**src/bld_pkg.sv**
```systemverilog
`default_nettype none

package bld_pkg;

   localparam int DATA_WIDTH       = 32;
   localparam int OPCODE_WIDTH     = 3;
   localparam int STATUS_WIDTH     = 2;
   localparam int CAPACITY_DEFAULT = 16;

   typedef enum logic [OPCODE_WIDTH-1:0] {
      OP_PUSH_HEAD = 3'd0,
      OP_PUSH_TAIL = 3'd1,
      OP_POP_HEAD  = 3'd2,
      OP_PEEK_HEAD = 3'd3,
      OP_PEEK_TAIL = 3'd4,
      OP_SEARCH    = 3'd5,
      OP_MODIFY    = 3'd6,
      OP_CLEAR     = 3'd7
   } op_type;

   localparam logic [STATUS_WIDTH-1:0] STATUS_OK        = 2'd0;
   localparam logic [STATUS_WIDTH-1:0] STATUS_UNDERFLOW = 2'd1;
   localparam logic [STATUS_WIDTH-1:0] STATUS_FULL      = 2'd2;

endpackage

`default_nettype wire

```
**src/bounded_list_deque_with_search.sv**
```systemverilog
// Bounded double-ended list of signed 32-bit values with search and modify.
// Items enter on the req_ channel (opcode, value, replacement) and each one
// yields exactly one item on the rsp_ channel, both with valid/ready handshakes.
// One item is processed at a time; req_ready is high whenever the controller
// is idle, even while a finished result still waits in the output register.
// Push, clear, any operation that ends in a full or underflow status, and a
// search or modify of an empty list go from the execute state straight to the
// done state; pop and peek pass through the read state, and search and modify
// through the scan state, which reads entries up to and including the first
// match (at most the entry count, so at most CAPACITY). The done state moves
// the result into the output register once it is free. The scan reads one entry
// per cycle through the single read port of the entry memory, and that port
// sets the rate of search and modify.
// Reset empties the list and drops any pending result; the entry memory is
// not cleared, since only entries inside the list are ever read.
// When the receiver stalls, the result is held in the output register; the
// next item may be accepted and worked on, but its result waits until the
// output register has been emptied.
`default_nettype none

module bounded_list_deque_with_search #(
   parameter int CAPACITY = bld_pkg::CAPACITY_DEFAULT,
   localparam int CW = $clog2(CAPACITY + 1)
) (
   input  wire logic                                    clock,
   input  wire logic                                    reset,
   input  wire logic                                    req_valid,
   output logic                                         req_ready,
   input  wire logic        [bld_pkg::OPCODE_WIDTH-1:0] req_opcode,
   input  wire logic signed [bld_pkg::DATA_WIDTH-1:0]   req_value,
   input  wire logic signed [bld_pkg::DATA_WIDTH-1:0]   req_replacement,
   output logic                                         rsp_valid,
   input  wire logic                                    rsp_ready,
   output logic signed      [bld_pkg::DATA_WIDTH-1:0]   rsp_read_value,
   output logic                                         rsp_found,
   output logic             [bld_pkg::STATUS_WIDTH-1:0] rsp_status,
   output logic             [CW-1:0]                    rsp_count,
   output logic                                         rsp_empty_res
);

   import bld_pkg::*;

   localparam int IW = $clog2(CAPACITY);
   localparam logic [CW:0]   CAP_EXT  = (CW + 1)'(CAPACITY);
   localparam logic [CW-1:0] CAP_CNT  = CW'(CAPACITY);
   localparam logic [IW-1:0] LAST_IDX = IW'(CAPACITY - 1);

   typedef enum logic [4:0] {
      S_IDLE = 5'b00001,
      S_EXEC = 5'b00010,
      S_READ = 5'b00100,
      S_SCAN = 5'b01000,
      S_DONE = 5'b10000
   } state_type;

   state_type                      state_ff, state_in;
   op_type                         op_ff, op_in;
   logic signed [DATA_WIDTH-1:0]   value_ff, value_in;
   logic signed [DATA_WIDTH-1:0]   repl_ff, repl_in;
   logic        [IW-1:0]           head_ff, head_in;
   logic        [CW-1:0]           count_ff, count_in;
   logic        [IW-1:0]           scan_addr_ff, scan_addr_in;
   logic        [CW-1:0]           scan_cnt_ff, scan_cnt_in;
   logic signed [DATA_WIDTH-1:0]   res_value_ff, res_value_in;
   logic                           res_found_ff, res_found_in;
   logic        [STATUS_WIDTH-1:0] res_status_ff, res_status_in;
   logic                           rsp_valid_ff, rsp_valid_in;
   logic signed [DATA_WIDTH-1:0]   rsp_value_ff, rsp_value_in;
   logic                           rsp_found_ff, rsp_found_in;
   logic        [STATUS_WIDTH-1:0] rsp_status_ff, rsp_status_in;
   logic        [CW-1:0]           rsp_count_ff, rsp_count_in;
   logic                           rsp_empty_ff, rsp_empty_in;

   logic                  mem_wr_en;
   logic [IW-1:0]         mem_wr_addr;
   logic [DATA_WIDTH-1:0] mem_wr_data;
   logic                  mem_rd_en;
   logic [IW-1:0]         mem_rd_addr;
   logic [DATA_WIDTH-1:0] mem_rd_data;

   logic          list_full;
   logic          list_empty;
   logic [IW-1:0] head_dec;
   logic [IW-1:0] head_inc;
   logic [IW-1:0] tail_pos;
   logic [IW-1:0] last_pos;
   logic [IW-1:0] scan_next;

   // Ring position of head plus an offset, for sums below twice the capacity.
   function automatic logic [IW-1:0] ring_wrap(input logic [CW:0] sum);
      logic [CW:0] red;
      red = (sum >= CAP_EXT) ? (sum - CAP_EXT) : sum;
      return red[IW-1:0];
   endfunction

   assign list_full  = (count_ff == CAP_CNT);
   assign list_empty = (count_ff == '0);
   assign head_dec   = (head_ff == '0) ? LAST_IDX : head_ff - IW'(1);
   assign head_inc   = (head_ff == LAST_IDX) ? '0 : head_ff + IW'(1);
   assign scan_next  = (scan_addr_ff == LAST_IDX) ? '0 : scan_addr_ff + IW'(1);
   assign tail_pos   = ring_wrap((CW + 1)'(head_ff) + (CW + 1)'(count_ff));
   assign last_pos   = ring_wrap((CW + 1)'(head_ff) + (CW + 1)'(count_ff) - (CW + 1)'(1));

   always_comb begin
      state_in      = state_ff;
      op_in         = op_ff;
      value_in      = value_ff;
      repl_in       = repl_ff;
      head_in       = head_ff;
      count_in      = count_ff;
      scan_addr_in  = scan_addr_ff;
      scan_cnt_in   = scan_cnt_ff;
      res_value_in  = res_value_ff;
      res_found_in  = res_found_ff;
      res_status_in = res_status_ff;
      rsp_valid_in  = rsp_valid_ff && !rsp_ready;
      rsp_value_in  = rsp_value_ff;
      rsp_found_in  = rsp_found_ff;
      rsp_status_in = rsp_status_ff;
      rsp_count_in  = rsp_count_ff;
      rsp_empty_in  = rsp_empty_ff;
      mem_wr_en     = 1'b0;
      mem_wr_addr   = head_ff;
      mem_wr_data   = value_ff;
      mem_rd_en     = 1'b0;
      mem_rd_addr   = head_ff;

      unique case (state_ff)
         S_IDLE: begin
            if (req_valid) begin
               op_in    = op_type'(req_opcode);
               value_in = req_value;
               repl_in  = req_replacement;
               state_in = S_EXEC;
            end
         end
         S_EXEC: begin
            res_value_in  = '0;
            res_found_in  = 1'b0;
            res_status_in = STATUS_OK;
            state_in      = S_DONE;
            unique case (op_ff)
               OP_PUSH_HEAD: begin
                  if (list_full) begin
                     res_status_in = STATUS_FULL;
                  end else begin
                     mem_wr_en   = 1'b1;
                     mem_wr_addr = head_dec;
                     head_in     = head_dec;
                     count_in    = count_ff + CW'(1);
                  end
               end
               OP_PUSH_TAIL: begin
                  if (list_full) begin
                     res_status_in = STATUS_FULL;
                  end else begin
                     mem_wr_en   = 1'b1;
                     mem_wr_addr = tail_pos;
                     count_in    = count_ff + CW'(1);
                  end
               end
               OP_POP_HEAD, OP_PEEK_HEAD: begin
                  if (list_empty) begin
                     res_status_in = STATUS_UNDERFLOW;
                  end else begin
                     mem_rd_en   = 1'b1;
                     mem_rd_addr = head_ff;
                     state_in    = S_READ;
                  end
               end
               OP_PEEK_TAIL: begin
                  if (list_empty) begin
                     res_status_in = STATUS_UNDERFLOW;
                  end else begin
                     mem_rd_en   = 1'b1;
                     mem_rd_addr = last_pos;
                     state_in    = S_READ;
                  end
               end
               OP_SEARCH, OP_MODIFY: begin
                  if (!list_empty) begin
                     mem_rd_en    = 1'b1;
                     mem_rd_addr  = head_ff;
                     scan_addr_in = head_ff;
                     scan_cnt_in  = CW'(1);
                     state_in     = S_SCAN;
                  end
               end
               OP_CLEAR: begin
                  count_in = '0;
                  head_in  = '0;
               end
            endcase
         end
         S_READ: begin
            res_value_in = mem_rd_data;
            if (op_ff == OP_POP_HEAD) begin
               head_in  = head_inc;
               count_in = count_ff - CW'(1);
            end
            state_in = S_DONE;
         end
         S_SCAN: begin
            // The read data belongs to the entry at scan_addr_ff.
            if (mem_rd_data == value_ff) begin
               res_found_in = 1'b1;
               if (op_ff == OP_MODIFY) begin
                  mem_wr_en   = 1'b1;
                  mem_wr_addr = scan_addr_ff;
                  mem_wr_data = repl_ff;
               end
               state_in = S_DONE;
            end else if (scan_cnt_ff == count_ff) begin
               state_in = S_DONE;
            end else begin
               mem_rd_en    = 1'b1;
               mem_rd_addr  = scan_next;
               scan_addr_in = scan_next;
               scan_cnt_in  = scan_cnt_ff + CW'(1);
            end
         end
         S_DONE: begin
            if (!rsp_valid_ff || rsp_ready) begin
               rsp_valid_in  = 1'b1;
               rsp_value_in  = res_value_ff;
               rsp_found_in  = res_found_ff;
               rsp_status_in = res_status_ff;
               rsp_count_in  = count_ff;
               rsp_empty_in  = list_empty;
               state_in      = S_IDLE;
            end
         end
         default: begin
            state_in = S_IDLE;
         end
      endcase
   end

   always_ff @(posedge clock) begin
      if (reset) begin
         state_ff     <= S_IDLE;
         head_ff      <= '0;
         count_ff     <= '0;
         rsp_valid_ff <= 1'b0;
      end else begin
         state_ff     <= state_in;
         head_ff      <= head_in;
         count_ff     <= count_in;
         rsp_valid_ff <= rsp_valid_in;
      end
   end

   always_ff @(posedge clock) begin
      op_ff         <= op_in;
      value_ff      <= value_in;
      repl_ff       <= repl_in;
      scan_addr_ff  <= scan_addr_in;
      scan_cnt_ff   <= scan_cnt_in;
      res_value_ff  <= res_value_in;
      res_found_ff  <= res_found_in;
      res_status_ff <= res_status_in;
      rsp_value_ff  <= rsp_value_in;
      rsp_found_ff  <= rsp_found_in;
      rsp_status_ff <= rsp_status_in;
      rsp_count_ff  <= rsp_count_in;
      rsp_empty_ff  <= rsp_empty_in;
   end

   bld_ram #(
      .WIDTH (DATA_WIDTH),
      .DEPTH (CAPACITY)
   ) u_entry_ram (
      .clock   (clock),
      .wr_en   (mem_wr_en),
      .wr_addr (mem_wr_addr),
      .wr_data (mem_wr_data),
      .rd_en   (mem_rd_en),
      .rd_addr (mem_rd_addr),
      .rd_data (mem_rd_data)
   );

   assign req_ready      = (state_ff == S_IDLE);
   assign rsp_valid      = rsp_valid_ff;
   assign rsp_read_value = rsp_value_ff;
   assign rsp_found      = rsp_found_ff;
   assign rsp_status     = rsp_status_ff;
   assign rsp_count      = rsp_count_ff;
   assign rsp_empty_res  = rsp_empty_ff;

endmodule

`default_nettype wire

```
**src/bld_ram.sv**
```systemverilog
`default_nettype none

module bld_ram #(
   parameter int WIDTH = 32,
   parameter int DEPTH = 16,
   localparam int AW = (DEPTH > 1) ? $clog2(DEPTH) : 1
) (
   input  wire logic             clock,
   input  wire logic             wr_en,
   input  wire logic [AW-1:0]    wr_addr,
   input  wire logic [WIDTH-1:0] wr_data,
   input  wire logic             rd_en,
   input  wire logic [AW-1:0]    rd_addr,
   output logic      [WIDTH-1:0] rd_data
);

   logic [WIDTH-1:0] mem_ff [DEPTH];
   logic [WIDTH-1:0] rd_data_ff;

   always_ff @(posedge clock) begin
      if (wr_en) begin
         mem_ff[wr_addr] <= wr_data;
      end
      if (rd_en) begin
         rd_data_ff <= mem_ff[rd_addr];
      end
   end

   assign rd_data = rd_data_ff;

endmodule

`default_nettype wire

```
**config.mk**
```make
export PLATFORM = sky130hd
export DESIGN_NAME = bounded_list_deque_with_search
export DESIGN_NICKNAME = d
export VERILOG_FILES = /design/src/bld_pkg.sv /design/src/bounded_list_deque_with_search.sv /design/src/bld_ram.sv
export SDC_FILE = /design/constraint.sdc
export NUM_CORES = 1
export LEC_CHECK = 0
export CAP_MARGIN = 20
export CELL_PAD_IN_SITES_DETAIL_PLACEMENT = 1
export CELL_PAD_IN_SITES_GLOBAL_PLACEMENT = 1
export CORE_MARGIN = 2
export CORE_UTILIZATION = 58
export CTS_BUF_LIST = sky130_fd_sc_hd__clkbuf_8
export DETAILED_ROUTE_END_ITERATION = 6
export DONT_BUFFER_PORTS = 1
export PLACE_DENSITY_LB_ADDON = 0.25
export SLEW_MARGIN = 20
export SYNTH_ARGS = -nofsm -noshare
export SYNTH_HDL_FRONTEND = slang
export SYNTH_HIERARCHICAL = 1
export SYNTH_SLANG_ARGS = --single-unit
export TNS_END_PERCENT = 50
```
**constraint.sdc**
```tcl
create_clock -name clock -period 6.4 [get_ports clock]
set_input_delay 0.96 -clock clock [delete_from_list [all_inputs] [get_ports clock]]
set_output_delay 0.96 -clock clock [all_outputs]
set_load 0.005 [all_outputs]
```
==> results.sh <==
export IMPL_first_pass_iters=5
export IMPL_synthMostInstantiatedCell="edfxtp_1"
export IMPL_path_delay_family="simple AND/OR/NAND/NOR gates"
export IMPL_vias_per_cell=6.57
export IMPL_slowest_stage="nor4_1"
export IMPL_fin_skew_ns=0.0364
export IMPL_chipHeight_um=222
export IMPL_grt_pass1_vias=15109
export IMPL_tightest_slew_ns=1.21
export IMPL_ys_async_sr_fraction_pct=0
export IMPL_vias=14132
export IMPL_synth_area_leader_cell="edfxtp_1"
export IMPL_gr_total_overflow=0
export IMPL_postSynthRegisterBits=711
export IMPL_wl_mm=70.1
export IMPL_fin_ws_ns=0.521
export IMPL_cts_buffer_depth=3
export IMPL_drv_slew=0
export IMPL_dieArea_mm2=0.0493
export IMPL_nFillCells=3814
export IMPL_cts_buffers=111
export IMPL_synth_commonest_cells="edfxtp_1 (696), mux4_2 (128), a22oi_1 (66)"
export IMPL_post_cts_setup_buffers=0
export IMPL_drt_iter0_markers=1572
export IMPL_drc=0
export IMPL_antenna_found_initial=8
export IMPL_grt_pass1_wl_mm=102
export IMPL_power_density_mw_per_mm2=300
export IMPL_ant_nets=0
export IMPL_synth_edf_count=696
export IMPL_rows=79
export IMPL_insertion_delay_ns=0.71
export IMPL_post_drt_wl_per_cell_um=32.6
export IMPL_ir_drop_uv=188
export IMPL_cp_required_ns=6.74
export IMPL_synth_mux_area_share_pct=11.9
export IMPL_hold_viol=0
export IMPL_numClockSinks=711
export IMPL_core_region_area_mm2=0.0468
export IMPL_synth_avg_cell_area_um2=20.0
export IMPL_synth_xor_xnor_area_share_pct=1.54
export IMPL_p_int_mw=7.07
export IMPL_final_layout_size_suffix_gt1_share_pct=23.8
export IMPL_rsz0062_at_grt="false"
export IMPL_critPathKind="reg2reg"
export IMPL_final_util_pct=65.2
export IMPL_leakage_nw=9.76
export IMPL_cts_resized=0
export IMPL_slowest_delay_ns=1.08
export IMPL_cts_tree="done"
export IMPL_synth_nets=1459
export IMPL_ys_flop_type="edfxtp_1"
export IMPL_cp_num_buf_inv=1
export IMPL_synth_top_area_share_pct=75.8
export IMPL_clock_power_share_pct=36.9
export IMPL_synthAdderAreaFrac_pct=0.572
export IMPL_critPathMaxFanout=17
export IMPL_clk_pin_slew_ns=0.06
export IMPL_slew_headroom_pct=18.4
export IMPL_syn_area_mm2=0.0276
export IMPL_h_tree_depth=3
export IMPL_yosysSeqAreaShare_pct=76.9
export IMPL_yosysWarnings=6
export IMPL_worstPathArrival_ns=6.22
export IMPL_io_pin_count=114
export IMPL_status="completed"
export IMPL_pwr_share_comb_pct=4.7
export IMPL_root_buffer="clkbuf_8"
export IMPL_min_path_type="in2reg"
export IMPL_synthSimpleGateAreaFrac_pct=4.03
export IMPL_dieWidth_um=222
export IMPL_synth_top_family_by_area="multiplexers"
export IMPL_start_util_pct=59.0
export IMPL_grt_max_degree=59
export IMPL_maxCapViolations=0
export IMPL_post_route_period_util_pct=91.9
export IMPL_synthCells=1376
export IMPL_switchingPower_mw=2.08
export IMPL_layout_min_cycle_time_ns=5.88
export IMPL_hpwl_mm=41.7
export IMPL_stdcell_count=2151
export IMPL_track_usage_pct=29.1
export IMPL_synth_area_top_cells="edfxtp_1 (76%), mux4_2 (10%), a22oi_1 (1.8%)"
export IMPL_synth_compound_area_share_pct=3.60
export IMPL_power_frac_seq_pct=58.4
export IMPL_start_kind="flip-flop"
export IMPL_place_inst=1949
export IMPL_gp_congestion=0.783
export IMPL_fmax_mhz=170
export IMPL_setup_viol=0
export IMPL_syn2layout_area_growth_pct=10.5
export IMPL_post_place_ws_ns=0.947
export IMPL_hold_buffers=0
export IMPL_synth_cell_types=66
export IMPL_worstPathCellList="xor2_1 -> nor4_1 -> nand4_1 -> nor4_4 -> a21oi_1 -> o31ai_1 -> nand2_1 -> nor2_4 -> buf_4"
export IMPL_final_nets=1540
export IMPL_portBuffers=0
export IMPL_end_kind="flip-flop"
export IMPL_p_sw_share_pct=22.8
export IMPL_tns_ns=0
[layout by cell type, fill, tap and decap left out, types with 6 or more instances in the layout]
cell type	count
ha_1	11
xnor2_1	6
clkbuf_8	113
o21ai_0	15
xor2_1	40
edfxtp_1	696
nor4_1	8
mux4_2	128
a21oi_1	20
inv_1	49
clkinv_1	30
nand2_1	55
nor2_4	15
a22oi_1	66
nor2_1	34
buf_4	33
mux2_2	33
and3_1	33
clkinv_2	13
dfxtp_1	15
nand3_1	17
[stage by stage]
| step | hold WS, ns | power, mW | instance area (um2) |
|---|---|---|---|
| floorplan | 0.400 | 5.67 | 27600 |
| global placement | 0.402 | 5.83 | 28500 |
| detailed placement | 0.406 | 5.86 | 28500 |
| CTS | 0.275 | 9.20 | 30400 |
| global route | 0.291 | 9.43 | 30500 |
| finish | 0.316 | 9.15 | 30500 |
[flip-flops by register name, indices dropped and copies added (netlist names)]
signal	flops
rsp_read_value	32
rsp_count	5
rsp_found	1
res_value_ff	32
op_ff	3
state_ff	5
rsp_empty_res	1
count_ff	5
u_entry_ram/mem_ff	512
rsp_status	2
res_found_ff	1
head_ff	4
u_entry_ram/rd_data	32
res_status_ff	2
value_ff	32
repl_ff	32
rsp_valid	1
scan_cnt_ff	5
scan_addr_ff	4
[metal layers]
| metal | global-route usage, % | part of all wire [%] | wire length, um |
|---|---|---|---|
| met1 | 38.8 | 38 | 26900 |
| met2 | 46.7 | 49 | 34400 |
| met3 | 7.49 | 9.0 | 6280 |
| met4 | 11.4 | 3.6 | 2540 |
| met5 | 0 | 0.067 | 47 |
[final timing paths]
kind,from,to,slack [ns],cells past startpoint
setup / recovery,u_entry_ram/rd_data[8],u_entry_ram/mem_ff[15][8],0.52,9
hold / removal,reset,head_ff[1],0.32,1
hold reg to reg,res_value_ff[25],rsp_read_value[25],0.41,0
setup reg to reg,u_entry_ram/rd_data[8],u_entry_ram/mem_ff[15][8],0.52,9
[logic make-up after synthesis]
family                     after synthesis
adders and majority gates               12
muxes                                  165
DFF                                    711
AOI/OAI and AO/OA                      141
buffers and inverters                   83
xor gates and xnor gates                47
and+or+nand+nor                        217
[power groups by stage]
| stage | logic, mW | registers [mW] | clock network [mW] |
|---|---|---|---|
| after floorplan | 0.271 | 5.40 | 0 |
| after global placement | 0.405 | 5.43 | 0 |
| after detailed placement | 0.429 | 5.43 | 0 |
| after CTS | 0.430 | 5.34 | 3.43 |
| after global routing | 0.466 | 5.34 | 3.63 |
| final | 0.433 | 5.34 | 3.38 |
[cell type report]
cell class	count	area, um2	area share, %
inverter	13	48.8	0.160
clock inverter	83	372	1.22
multi-input combinational	582	6180	20.3
sequential	711	21200	69.6
antenna	4	10.0	0.0328
tap	607	759	2.49
clock buffer	113	1560	5.10
timing repair buffer	38	355	1.17
No activity file was read; power rests on OpenSTA's default activity.
